## config.mk

```make
export PLATFORM = sky130hd
export DESIGN_NAME = priority_job_dispatcher
export DESIGN_NICKNAME = d
export VERILOG_FILES = /design/src/pjd_pkg.sv /design/src/pjd_ram.sv /design/src/priority_job_dispatcher.sv
export SDC_FILE = /design/constraint.sdc
export NUM_CORES = 2
export LEC_CHECK = 0
export BUFFER_PORTS_ARGS = -buffer_cell sky130_fd_sc_hd__buf_2
export CORE_ASPECT_RATIO = 2
export CORE_UTILIZATION = 50
export CTS_CLUSTER_SIZE = 12
export DETAILED_ROUTE_END_ITERATION = 8
export PLACE_DENSITY_LB_ADDON = 0.12
export SKIP_CTS_REPAIR_TIMING = 1
export SYNTH_ARGS = -nofsm -noshare
export SYNTH_HDL_FRONTEND = slang
export SYNTH_SLANG_ARGS = --single-unit
export TNS_END_PERCENT = 20
```

## constraint.sdc

```tcl
create_clock -name clk -period 4.2 [get_ports clk]
set_clock_uncertainty 0.05 [all_clocks]
set_input_delay 1.05 -clock clk [delete_from_list [all_inputs] [get_ports clk]]
set_output_delay 1.05 -clock clk [all_outputs]
set_load 0.01 [all_outputs]
```

## src/pjd_pkg.sv

```systemverilog
// Shared codes for the priority job dispatcher: event kinds and result status.
// No dependencies; imported by the dispatcher top level.
package pjd_pkg;

  localparam logic [1:0] MODE_ENQ  = 2'd0;
  localparam logic [1:0] MODE_DONE = 2'd1;
  localparam logic [1:0] MODE_DISP = 2'd2;

  localparam logic [1:0] ST_OK        = 2'd0;
  localparam logic [1:0] ST_FULL      = 2'd1;
  localparam logic [1:0] ST_NONE      = 2'd2;
  localparam logic [1:0] ST_UNDERFLOW = 2'd3;

  localparam int TAG_W = 8;
  localparam int RUN_W = 5;

endpackage

```

## src/pjd_ram.sv

```systemverilog
// Generic single-clock RAM: one write port, one read port, registered read data.
// No dependencies; used for the tag store and the per-level pointer table.
module pjd_ram #(
  parameter int WIDTH = 8,
  parameter int DEPTH = 16
) (
  input  logic                     clk,
  input  logic                     we,
  input  logic [$clog2(DEPTH)-1:0] waddr,
  input  logic [WIDTH-1:0]         wdata,
  input  logic [$clog2(DEPTH)-1:0] raddr,
  output logic [WIDTH-1:0]         rdata
);

  logic [WIDTH-1:0] mem [DEPTH];

  always_ff @(posedge clk) begin
    if (we) begin
      mem[waddr] <= wdata;
    end
    rdata <= mem[raddr];
  end

endmodule

```

## src/priority_job_dispatcher.sv

```systemverilog
// Strict-priority job dispatcher on pjd_pkg and pjd_ram: per-level FIFOs in one tag RAM.
// Enqueue and completion give one result each; a dispatch selects the level, then for each
// job reads the pointer entry and then the tag (one ST_NONE result when nothing starts).
// The next beat is taken once a beat's last result is registered, later while results wait.
// Reset (rst, synchronous): clears running count, level-valid and non-empty bits, limit to 1.
// Tag RAM not cleared; pointer entries read as zero until first written. No clear pass.
module priority_job_dispatcher
  import pjd_pkg::*;
#(
  parameter int NUM_LEVELS  = 8,
  parameter int LEVEL_DEPTH = 16,
  parameter int MAX_SLOTS   = 16
) (
  input  logic        clk,
  input  logic        rst,
  input  logic        cfg_wr_en,
  input  logic [4:0]  cfg_wr_data,
  input  logic        s_axis_tvalid,
  output logic        s_axis_tready,
  input  logic [15:0] s_axis_tdata,   // job_tag[7:0], priority_req[10:8], zero fill
  input  logic [1:0]  s_axis_tuser,   // mode
  output logic        m_axis_tvalid,
  input  logic        m_axis_tready,
  output logic [15:0] m_axis_tdata,   // dispatched_tag[7:0], status[9:8], running_now[14:10]
  output logic        m_axis_tuser,   // dispatch_valid
  output logic        m_axis_tlast    // last
);

  localparam int LW    = (NUM_LEVELS > 1) ? $clog2(NUM_LEVELS) : 1;
  localparam int HW    = $clog2(LEVEL_DEPTH);
  localparam int CNTW  = $clog2(LEVEL_DEPTH + 1);
  localparam int QDEP  = NUM_LEVELS * LEVEL_DEPTH;
  localparam int QAW   = $clog2(QDEP);
  localparam int LEW   = 2 * HW + CNTW;
  localparam int RW    = $clog2(MAX_SLOTS + 1);
  localparam int CW    = (RW > RUN_W) ? RW : RUN_W;

  typedef enum logic [5:0] {
    S_IDLE = 6'b000001,
    S_ENQ  = 6'b000010,
    S_DONE = 6'b000100,
    S_DSEL = 6'b001000,
    S_DLVL = 6'b010000,
    S_DTAG = 6'b100000
  } state_t;

  typedef struct packed {
    logic [CNTW-1:0] count;
    logic [HW-1:0]   tail;
    logic [HW-1:0]   head;
  } level_ent_t;

  state_t state, state_next;

  logic [4:0]            max_running;
  logic [CW-1:0]         running, running_next;
  logic [NUM_LEVELS-1:0] nonempty, nonempty_next;
  logic [NUM_LEVELS-1:0] lvl_valid, lvl_valid_next;
  logic [LW-1:0]         cur_lvl, cur_lvl_next;
  logic [QAW-1:0]        qa, qa_next;
  logic [TAG_W-1:0]      tag_r;

  logic             o_valid;
  logic [TAG_W-1:0] o_tag;
  logic             o_dv;
  logic             o_last;
  logic [1:0]       o_status;
  logic [RUN_W-1:0] o_run;

  logic             emit;
  logic [TAG_W-1:0] e_tag;
  logic             e_dv;
  logic             e_last;
  logic [1:0]       e_status;

  logic             accept, out_ok, can_go;
  logic [5:0]       prio_w;
  logic [LW-1:0]    in_lvl, found;
  logic [CW-1:0]    limit, mr_ext;
  level_ent_t       ent, l_wdata;
  logic [LEW-1:0]   l_rdata;
  logic             l_we, q_we;
  logic [LW-1:0]    l_raddr;
  logic [QAW-1:0]   q_waddr, q_raddr, q_rd_comb;
  logic [TAG_W-1:0] q_rdata;

  function automatic logic [HW-1:0] adv(input logic [HW-1:0] p);
    return (p == HW'(LEVEL_DEPTH - 1)) ? '0 : p + 1'b1;
  endfunction

  function automatic logic [QAW-1:0] qaddr(input logic [LW-1:0] l, input logic [HW-1:0] p);
    return QAW'(QAW'(l) * QAW'(LEVEL_DEPTH)) + QAW'(p);
  endfunction

  pjd_ram #(.WIDTH(TAG_W), .DEPTH(QDEP)) u_tag_ram (
    .clk   (clk),
    .we    (q_we),
    .waddr (q_waddr),
    .wdata (tag_r),
    .raddr (q_raddr),
    .rdata (q_rdata)
  );

  pjd_ram #(.WIDTH(LEW), .DEPTH(NUM_LEVELS)) u_level_ram (
    .clk   (clk),
    .we    (l_we),
    .waddr (cur_lvl),
    .wdata (l_wdata),
    .raddr (l_raddr),
    .rdata (l_rdata)
  );

  assign accept        = s_axis_tvalid && s_axis_tready;
  assign s_axis_tready = (state == S_IDLE);
  assign out_ok        = !o_valid || m_axis_tready;

  // Saturate the requested level to the top level.
  assign prio_w = {3'b000, s_axis_tdata[10:8]};
  assign in_lvl = (prio_w >= 6'(NUM_LEVELS)) ? LW'(NUM_LEVELS - 1) : prio_w[LW-1:0];

  assign mr_ext = CW'(max_running);
  assign limit  = (mr_ext > CW'(MAX_SLOTS)) ? CW'(MAX_SLOTS) : mr_ext;
  assign can_go = (running < limit) && (|nonempty);

  // Highest non-empty level.
  always_comb begin
    found = '0;
    for (int i = 0; i < NUM_LEVELS; i++) begin
      if (nonempty[i]) begin
        found = LW'(i);
      end
    end
  end

  // A pointer entry never written reads as zero.
  assign ent       = lvl_valid[cur_lvl] ? level_ent_t'(l_rdata) : '0;
  assign q_waddr   = qaddr(cur_lvl, ent.tail);
  assign q_rd_comb = qaddr(cur_lvl, ent.head);

  always_comb begin
    state_next     = state;
    running_next   = running;
    nonempty_next  = nonempty;
    lvl_valid_next = lvl_valid;
    cur_lvl_next   = cur_lvl;
    qa_next        = qa;
    l_raddr        = cur_lvl;
    q_raddr        = qa;
    l_we           = 1'b0;
    l_wdata        = ent;
    q_we           = 1'b0;
    emit           = 1'b0;
    e_tag          = '0;
    e_dv           = 1'b0;
    e_last         = 1'b1;
    e_status       = ST_OK;
    case (state)
      S_IDLE: begin
        l_raddr = in_lvl;
        if (accept) begin
          cur_lvl_next = in_lvl;
          case (s_axis_tuser)
            MODE_ENQ:  state_next = S_ENQ;
            MODE_DONE: state_next = S_DONE;
            MODE_DISP: state_next = S_DSEL;
            default:   state_next = S_IDLE;
          endcase
        end
      end
      S_ENQ: begin
        if (out_ok) begin
          emit = 1'b1;
          if (ent.count >= CNTW'(LEVEL_DEPTH)) begin
            e_status = ST_FULL;
          end else begin
            q_we                    = 1'b1;
            l_we                    = 1'b1;
            l_wdata.tail            = adv(ent.tail);
            l_wdata.count           = ent.count + 1'b1;
            lvl_valid_next[cur_lvl] = 1'b1;
            nonempty_next[cur_lvl]  = 1'b1;
          end
          state_next = S_IDLE;
        end
      end
      S_DONE: begin
        if (out_ok) begin
          emit = 1'b1;
          if (running == '0) begin
            e_status = ST_UNDERFLOW;
          end else begin
            running_next = running - 1'b1;
          end
          state_next = S_IDLE;
        end
      end
      S_DSEL: begin
        l_raddr = found;
        if (can_go) begin
          cur_lvl_next = found;
          state_next   = S_DLVL;
        end else if (out_ok) begin
          emit       = 1'b1;
          e_status   = ST_NONE;
          state_next = S_IDLE;
        end
      end
      S_DLVL: begin
        // Pop the head: fetch its tag, advance the pointer, count the job as running.
        q_raddr                 = q_rd_comb;
        qa_next                 = q_rd_comb;
        l_we                    = 1'b1;
        l_wdata.head            = adv(ent.head);
        l_wdata.count           = ent.count - 1'b1;
        lvl_valid_next[cur_lvl] = 1'b1;
        nonempty_next[cur_lvl]  = (ent.count != CNTW'(1));
        running_next            = running + 1'b1;
        state_next              = S_DTAG;
      end
      S_DTAG: begin
        l_raddr = found;
        if (out_ok) begin
          emit   = 1'b1;
          e_tag  = q_rdata;
          e_dv   = 1'b1;
          e_last = !can_go;
          if (can_go) begin
            cur_lvl_next = found;
            state_next   = S_DLVL;
          end else begin
            state_next = S_IDLE;
          end
        end
      end
      default: state_next = S_IDLE;
    endcase
  end

  always_ff @(posedge clk) begin
    if (rst) begin
      state       <= S_IDLE;
      max_running <= 5'd1;
      running     <= '0;
      nonempty    <= '0;
      lvl_valid   <= '0;
      o_valid     <= 1'b0;
    end else begin
      state     <= state_next;
      running   <= running_next;
      nonempty  <= nonempty_next;
      lvl_valid <= lvl_valid_next;
      if (cfg_wr_en) begin
        max_running <= cfg_wr_data;
      end
      if (emit) begin
        o_valid <= 1'b1;
      end else if (m_axis_tready) begin
        o_valid <= 1'b0;
      end
    end
  end

  always_ff @(posedge clk) begin
    cur_lvl <= cur_lvl_next;
    qa      <= qa_next;
    if (accept) begin
      tag_r <= s_axis_tdata[7:0];
    end
    if (emit) begin
      o_tag    <= e_tag;
      o_dv     <= e_dv;
      o_last   <= e_last;
      o_status <= e_status;
      o_run    <= running_next[RUN_W-1:0];
    end
  end

  assign m_axis_tvalid = o_valid;
  assign m_axis_tdata  = {1'b0, o_run, o_status, o_tag};
  assign m_axis_tuser  = o_dv;
  assign m_axis_tlast  = o_last;

  a_run_cap: assert property (@(posedge clk) disable iff (rst)
    running <= CW'(MAX_SLOTS))
    else $error("running count above slot count");

  a_pop_nonempty: assert property (@(posedge clk) disable iff (rst)
    (state == S_DLVL) |-> (ent.count != '0))
    else $error("pop from an empty level");

  a_dispatch_ok: assert property (@(posedge clk) disable iff (rst)
    (emit && e_dv) |=> (o_status == ST_OK && o_valid))
    else $error("dispatched job with error status");

  a_state_onehot: assert property (@(posedge clk) disable iff (rst)
    $onehot(state))
    else $error("state register not one-hot");

  a_no_emit_busy: assert property (@(posedge clk) disable iff (rst)
    (o_valid && !m_axis_tready) |-> !emit)
    else $error("result overwritten while waiting");

endmodule
```

== Word-level counts from Yosys, hierarchy flattened ==
Memories as Yosys holds them, arrays and structs flattened. A register that Yosys moved wholly into a read port is not among the register bits.
Index checks and enable logic that the tools add are counted.

* Add/sub/neg operators: 8
* Magnitude comparators: 6
* Eq/ne operators: 15
* Muxes and demuxes: 64
* Bitwise operators: 2
* Reductions and logical operators: 19

{| class="wikitable"
|+ Operators with widths
! kind !! number
|-
| 2-to-1 mux 8 bit || 4
|-
| case mux 8 bit (2 select lines) || 2
|-
| 2-to-1 mux 3 bit || 10
|-
| case mux 6 bit (5 select lines) || 1
|-
| 2-to-1 mux 6 bit || 4
|-
| 2-to-1 mux 5 bit || 4
|-
| case mux 5 bit (2 select lines) || 2
|-
| 2-to-1 mux 9 bit || 2
|-
| 2-to-1 mux 1 bit || 16
|-
| 2-to-1 mux 4 bit || 4
|-
| bitwise OR 8 bit || 2
|-
| adder 7 x 4 -> 7 bit || 2
|-
| 2-to-1 mux 13 bit || 1
|-
| case mux 4 bit (3 select lines) || 1
|-
| adder 5 x 1 -> 5 bit, second input constant || 2
|-
| subtractor 5 x 1 -> 5 bit, second input constant || 2
|-
| case mux 3 bit (3 select lines) || 1
|-
| adder 4 x 1 -> 4 bit, second input constant || 2
|-
| bitwise mux 8 bit || 1
|-
| equality test 4 bit, second input constant || 2
|-
| 2-to-1 mux 2 bit || 4
|-
| OR reduction 8 bit || 1
|-
| 2-to-1 mux 7 bit || 1
|-
| equality test 6 x 1 -> 1 bit, second input constant || 1
|-
| 32 further kinds || 42
|}

* Bits in registers: 68
* Memory bits (writable): 1128
* Bits of input ports: 28
* Output and inout bits: 20
* Word-level logic and storage cells: 130
* Memories: 2

{| class="wikitable"
|+ Memories
! memory !! depth !! bits a word !! rd ports !! clocked after Yosys merged registers in !! wr ports !! line !! text
|-
| u_tag_ram.mem || 128 || 8 || 1 || 1 || 1 || pjd_ram.sv:15 || <nowiki>logic [WIDTH-1:0] mem [DEPTH];</nowiki>
|-
| u_level_ram.mem || 8 || 13 || 1 || 1 || 1 || pjd_ram.sv:15 ||
|}

== Logic depth before layout (Yosys ltp) ==
* Depth in word-level cells: 10
* Mapped depth: 17

== Modules after synthesis ==
Synthesis repeated with hierarchy kept, for this count alone.

* Cells, all modules: 2223
* Area total of the unflattened synthesis: 47774.6 um^2

{| class="wikitable"
|+ By module, submodules not included
! module !! times used !! cells each !! area each (um^2) !! sequential area each (um^2)
|-
| pjd_ram (u_tag_ram) || 1 || 1635 || 39665.5 || 30909.6
|-
| pjd_ram (u_level_ram) || 1 || 176 || 4315.4 || 3383.2
|-
| priority_job_dispatcher || 1 || 412 || 3793.6 || 1641.6
|}

== Least setup slack after synthesis ==
Ideal clock, no wire load.

* Path type: input-to-reg
* Start: in m_axis_tready
* End: mem u_level_ram.mem[6][0] in the netlist's numbering, enable pin
* Arrival time: 3342 ps
* Required time: 3746 ps
* Path slack: 403 ps
* Stages on the path: 6
* Buffers on the path: 0
* Path through: nand2b_1 > nand2_1 > or2_2 > a21oi_1 > nor2_1 > nor3_1

* Word-level cells in the longest chain between the ends: 5

{| class="wikitable"
|+ RTL lines
! what !! line !! text
|-
| start: declaration || priority_job_dispatcher.sv:23 || <nowiki>input logic m_axis_tready,</nowiki>
|-
| logical OR 1 bit || priority_job_dispatcher.sv:115 || <nowiki>assign out_ok = !o_valid || m_axis_tready;</nowiki>
|-
| 2-to-1 mux 1 bit || priority_job_dispatcher.sv:171 || <nowiki>if (out_ok) begin</nowiki>
|-
| case mux 1 bit (2 select lines) || priority_job_dispatcher.sv:157 || <nowiki>case (state)</nowiki>
|-
| 2-to-1 mux 1 bit || pjd_ram.sv:18 || <nowiki>if (we) begin</nowiki>
|-
| 2-to-1 mux 1 bit (implied by the code) || pjd_ram.sv:19 || <nowiki>mem[waddr] <= wdata;</nowiki>
|-
| end: declaration || pjd_ram.sv:15 ||
|}

Every way passes these cells.

== Final worst setup path ==
* Start: reg cur_lvl[0]
* End: reg u_tag_ram.rdata[6], read port of u_tag_ram.mem

* Word-level cells in the longest chain between the ends: 5

{| class="wikitable"
|+ RTL lines
! what !! line !! text
|-
| start: declaration || priority_job_dispatcher.sv:59 || <nowiki>logic [LW-1:0] cur_lvl, cur_lvl_next;</nowiki>
|-
| start signal: assignment || priority_job_dispatcher.sv:264 || <nowiki>cur_lvl <= cur_lvl_next;</nowiki>
|-
| binary-select mux 1 bit (select 3 bit) || priority_job_dispatcher.sv:136 || <nowiki>assign ent = lvl_valid[cur_lvl] ? level_ent_t'(l_rdata) : '0;</nowiki>
|-
| 2-to-1 mux 1 bit (implied by the code) || priority_job_dispatcher.sv:136 ||
|-
| 2-to-1 mux 13 bit || priority_job_dispatcher.sv:136 ||
|-
| adder 7 x 4 -> 7 bit (*) || priority_job_dispatcher.sv:92 || <nowiki>return QAW'(QAW'(l) * QAW'(LEVEL_DEPTH)) + QAW'(p);</nowiki>
|-
| 2-to-1 mux 7 bit (*) || n/a ||
|-
| end: declaration || pjd_ram.sv:12 || <nowiki>output logic [WIDTH-1:0] rdata</nowiki>
|}

Every way passes the cells marked *; elsewhere a longest branch is shown, timed or not. The select of a mux whose other input is x is not followed.
A chain may end at the register's enable or synchronous reset.

==> impl_metrics.toml <==
[drt]
wl_per_cell_um = 27.0
avgViaCountPerCell = 5.88
drt_iter0_markers = 2593
post-route-drc-count = 0
ant_nets = 0
drt_first_pass_iters = 6
vias = 31839
wirelength_um = 146000

[synth]
syn_avg_cell_area_um2 = 13.1
synthArstFlopShare_pct = 0
ys_warn_count = 0
synthesis.nets = 3797
syn_area_um2 = 49200
ys_types = 78
synth-edff-count = 1156
syn_inst = 3758
synth_seq_cells = 1217
synth_flop_cell = "edfxtp_1"
yosysSeqAreaShare_pct = 73.0

[floorplanning]
core_region_area_um2 = 97500
fp.dieW_um = 224
pin_count = 48
die_y_um = 446
rows = 162
dieArea_um2 = 99800
start_util_pct = 50.5

[timing]
max_freq_ghz = 0.238
setup_viol = 1
hold_violations = 0
worst_pin_slew_ns = 1.19
rsz0062_at_grt = "false"
fin_crit_ns = 4.21
max_slew_margin_pct = 20.4
fin_ws_ns = -0.00847
fin_crit_sh_pct = 100
setup_tns_ns = -0.00847
drv_slew = 0

[placement]
port_buffers = 41
placed_cells = 5222
post-dp-hpwl_um = 96600
gp_congestion = 0.910

[worst_hold_path]
hold_path.class = "reg2reg"
hp-start = "lvl_valid[6]$_SDFFE_PP0P_"
hold_end = "lvl_valid[6]$_SDFFE_PP0P_"
min_path_cells = 2

[global_route]
grt_pass1_vias = 31757
grt_pass1_wl_um = 210000
grt_overflow = 0
track_usage_pct = 29.4
antenna_found_initial = 2
grt_max_degree = 129

[power_and_ir_drop]
p_switching_mw = 4.94
pwr-share-seq_pct = 57.3
p_clk_share_pct = 39.8
irDropWorstVdd_v = 0.000370
power.share.switching_pct = 21.0
p_int_mw = 18.6
pwr_density_cell_nw_per_um2 = 418
p_leak_nw = 19.1
combPwrFrac_pct = 2.9

[worst_setup_path]
startpoint = "cur_lvl[0]$_DFFE_PP_"
path_max_fanout = 34
crit_arrival_ns = 4.82
crit_type = "reg2reg"
cp_slowest_cell = "edfxtp_1"
max_stage_delay_ns = 0.60
worstPathCellList = "mux2_4, o2bb2ai_2, nor2_2, o21a_4, buf_12, buf_12, nand2_1, a32oi_1, nand2_1, a221oi_2, buf_4, a31oi_1, a31oi_1"
rrSetupSlack_ns = -0.008
cp.required_ns = 4.82
r2r-end = "u_tag_ram.rdata[6]$_DFF_P_"
r2r_start = "cur_lvl[0]$_DFFE_PP_"
reg2reg_depth = 13
end_kind = "flop"
startpoint_type = "flop"

[clock_tree]
cts_max_path_buffers = 3
cts_tree = "yes"
insertion_delay_ns = 0.75
cts_buffers = 113
cts_sinks = 1217
root_buffer = "clkbuf_16"
cts.clk_slew.worst_paths_ns = 0.06
htree_levels = 3

[flow_run]
drv_cap = 0

[finish]
fin_nets = 4071
area_growth_pct = 14.3
num-fill-cells = 7788
drive_gt1_share_pct = 13.9
final_cell_mix = "edfxtp_1, nand2_1, buf_4, nor2_1, nand3_1"
stdcell_count = 5417
final_common_cell = "edfxtp_1"
fin_util_pct = 57.8

[status]
status = "finished, violations left"
failed_checks = "setup timing"
[power by group through the flow]
| stage | Combinational (mW) | Sequential [mW] | Clock [mW] |
|---|---|---|---|
| 5_1_grt | 0.718 | 13.5 | 9.87 |
| 6_report | 0.671 | 13.5 | 9.36 |
| 2_1_floorplan | 0.269 | 13.8 | 0 |
| 4_1_cts | 0.668 | 13.5 | 9.48 |
| 3_3_place_gp | 0.651 | 13.7 | 0 |
| 3_5_place_dp | 0.665 | 13.7 | 0 |
[sequential cells by signal (all words and copies together), names as in the netlist, 6 cells and up]
signal and cells:
state 6, qa 7, nonempty 8, lvl_valid 8, u_level_ram.rdata 13, u_tag_ram.rdata 8, o_tag 8, u_level_ram.mem 104
tag_r 8, u_tag_ram.mem 1024
[worst max path at each step]
stage | end | slack, ns | cells after the start
final | u_tag_ram.rdata[6]$_DFF_P_ | -0.008 | 13
after global routing | u_tag_ram.rdata[6]$_DFF_P_ | 0.02 | 13
after CTS | u_tag_ram.rdata[6]$_DFF_P_ | -0.17 | 13
after detailed placement | u_tag_ram.rdata[6]$_DFF_P_ | -0.13 | 13
after global placement | u_tag_ram.rdata[6]$_DFF_P_ | -0.06 | 13
after floorplan | u_level_ram.mem[6][0]$_DFFE_PP_ | 0.40 | 6
[cells by family (layout without fill, tap and decap cells)]
kind of cell / count (synthesis) / after routing / share of synthesized area, %
buf+inv: 248 / 592 / 2.45
fa+ha+maj: 11 / 11 / 0.279
mux: 103 / 103 / 2.67
flops: 1217 / 1217 / 73.0
other cells: 1 / 4 / 0.00762
compound gates: 550 / 550 / 7.64
simple gates: 1620 / 1620 / 13.8
xor+xnor: 8 / 8 / 0.142
[routing by layer]
metal,wire length (um),up-vias,global-route usage [%]
met1,49300,16012,30.9
met5,0,-,0
met3,8210,321,4.46
li1,-,14372,-
met2,79900,1134,55.1
met4,8730,0,17.1
[cells in the mapped netlist (4+ instances only)]
cell type / instances / area (um^2)
edfxtp_1: 1156 / 34700
nand2_1: 911 / 3420
nor2_1: 295 / 1110
nand3_1: 259 / 1300
a21oi_1: 142 / 711
o21ai_0: 119 / 596
clkbuf_1: 103 / 387
mux2i_1: 79 / 791
buf_2: 74 / 370
dfxtp_1: 61 / 1220
and3_1: 50 / 313
a211oi_1: 30 / 225
a31oi_1: 30 / 188
a32o_1: 30 / 300
a32oi_1: 30 / 263
a22oi_1: 24 / 180
a221o_1: 23 / 230
mux4_2: 22 / 495
inv_1: 20 / 75.1
nor4_1: 18 / 113
buf_1: 17 / 63.8
buf_4: 17 / 128
a221oi_1: 16 / 140
nor3_1: 16 / 80.1
a21boi_0: 15 / 113
o211ai_1: 15 / 113
and2_1: 13 / 81.3
buf_6: 13 / 146
a311o_1: 11 / 110
ha_1: 11 / 138
nand2b_1: 10 / 62.6
nor2b_1: 10 / 62.6
o22ai_1: 10 / 62.6
a211o_1: 8 / 70.1
o31a_1: 7 / 61.3
o31ai_1: 7 / 52.6
a2111oi_2: 5 / 75.1
and4_1: 5 / 43.8
nand4_1: 5 / 31.3
or2_1: 5 / 31.3
a41oi_1: 4 / 35.0
nor4b_1: 4 / 35.0
or2_2: 4 / 25.0
xnor2_1: 4 / 35.0
xor2_1: 4 / 35.0
[final cells by class]
class                           instances  area (um^2)  share of cell area (%)
Clock buffer                          176         3110                    5.52
Sequential cell                      1217        35900                    63.8
Clock inverter                          9         92.6                   0.164
Tap cell                             1312         1640                    2.92
Antenna cell                            3         7.51                  0.0133
Inverter                               23          106                   0.189
Multi-Input combinational cell       2293        12200                    21.7
Timing Repair Buffer                  384         3180                    5.65
[through the flow]
step                      area, um^2  power, mW  worst slack, ns  hold WS (ns)
after floorplan                49200       14.1            0.403         0.390
after global placement         53000       14.4          -0.0648         0.402
after detailed placement       53000       14.4           -0.130         0.409
after CTS                      56200       23.6           -0.168         0.395
after global routing           56300       24.1           0.0236         0.398
final                          56300       23.5         -0.00847         0.418
[worst max-delay path, delay by kind of cell, from the launching register on]
family / cells / cell delay (ns)
AOI/OAI and AO/OA: 6 / 1.74
buffers and inverters: 3 / 0.65
DFF: 1 / 0.60
muxes: 1 / 0.34
and+or+nand+nor: 3 / 0.67
Note: power is estimated with default switching activity, not from simulation.
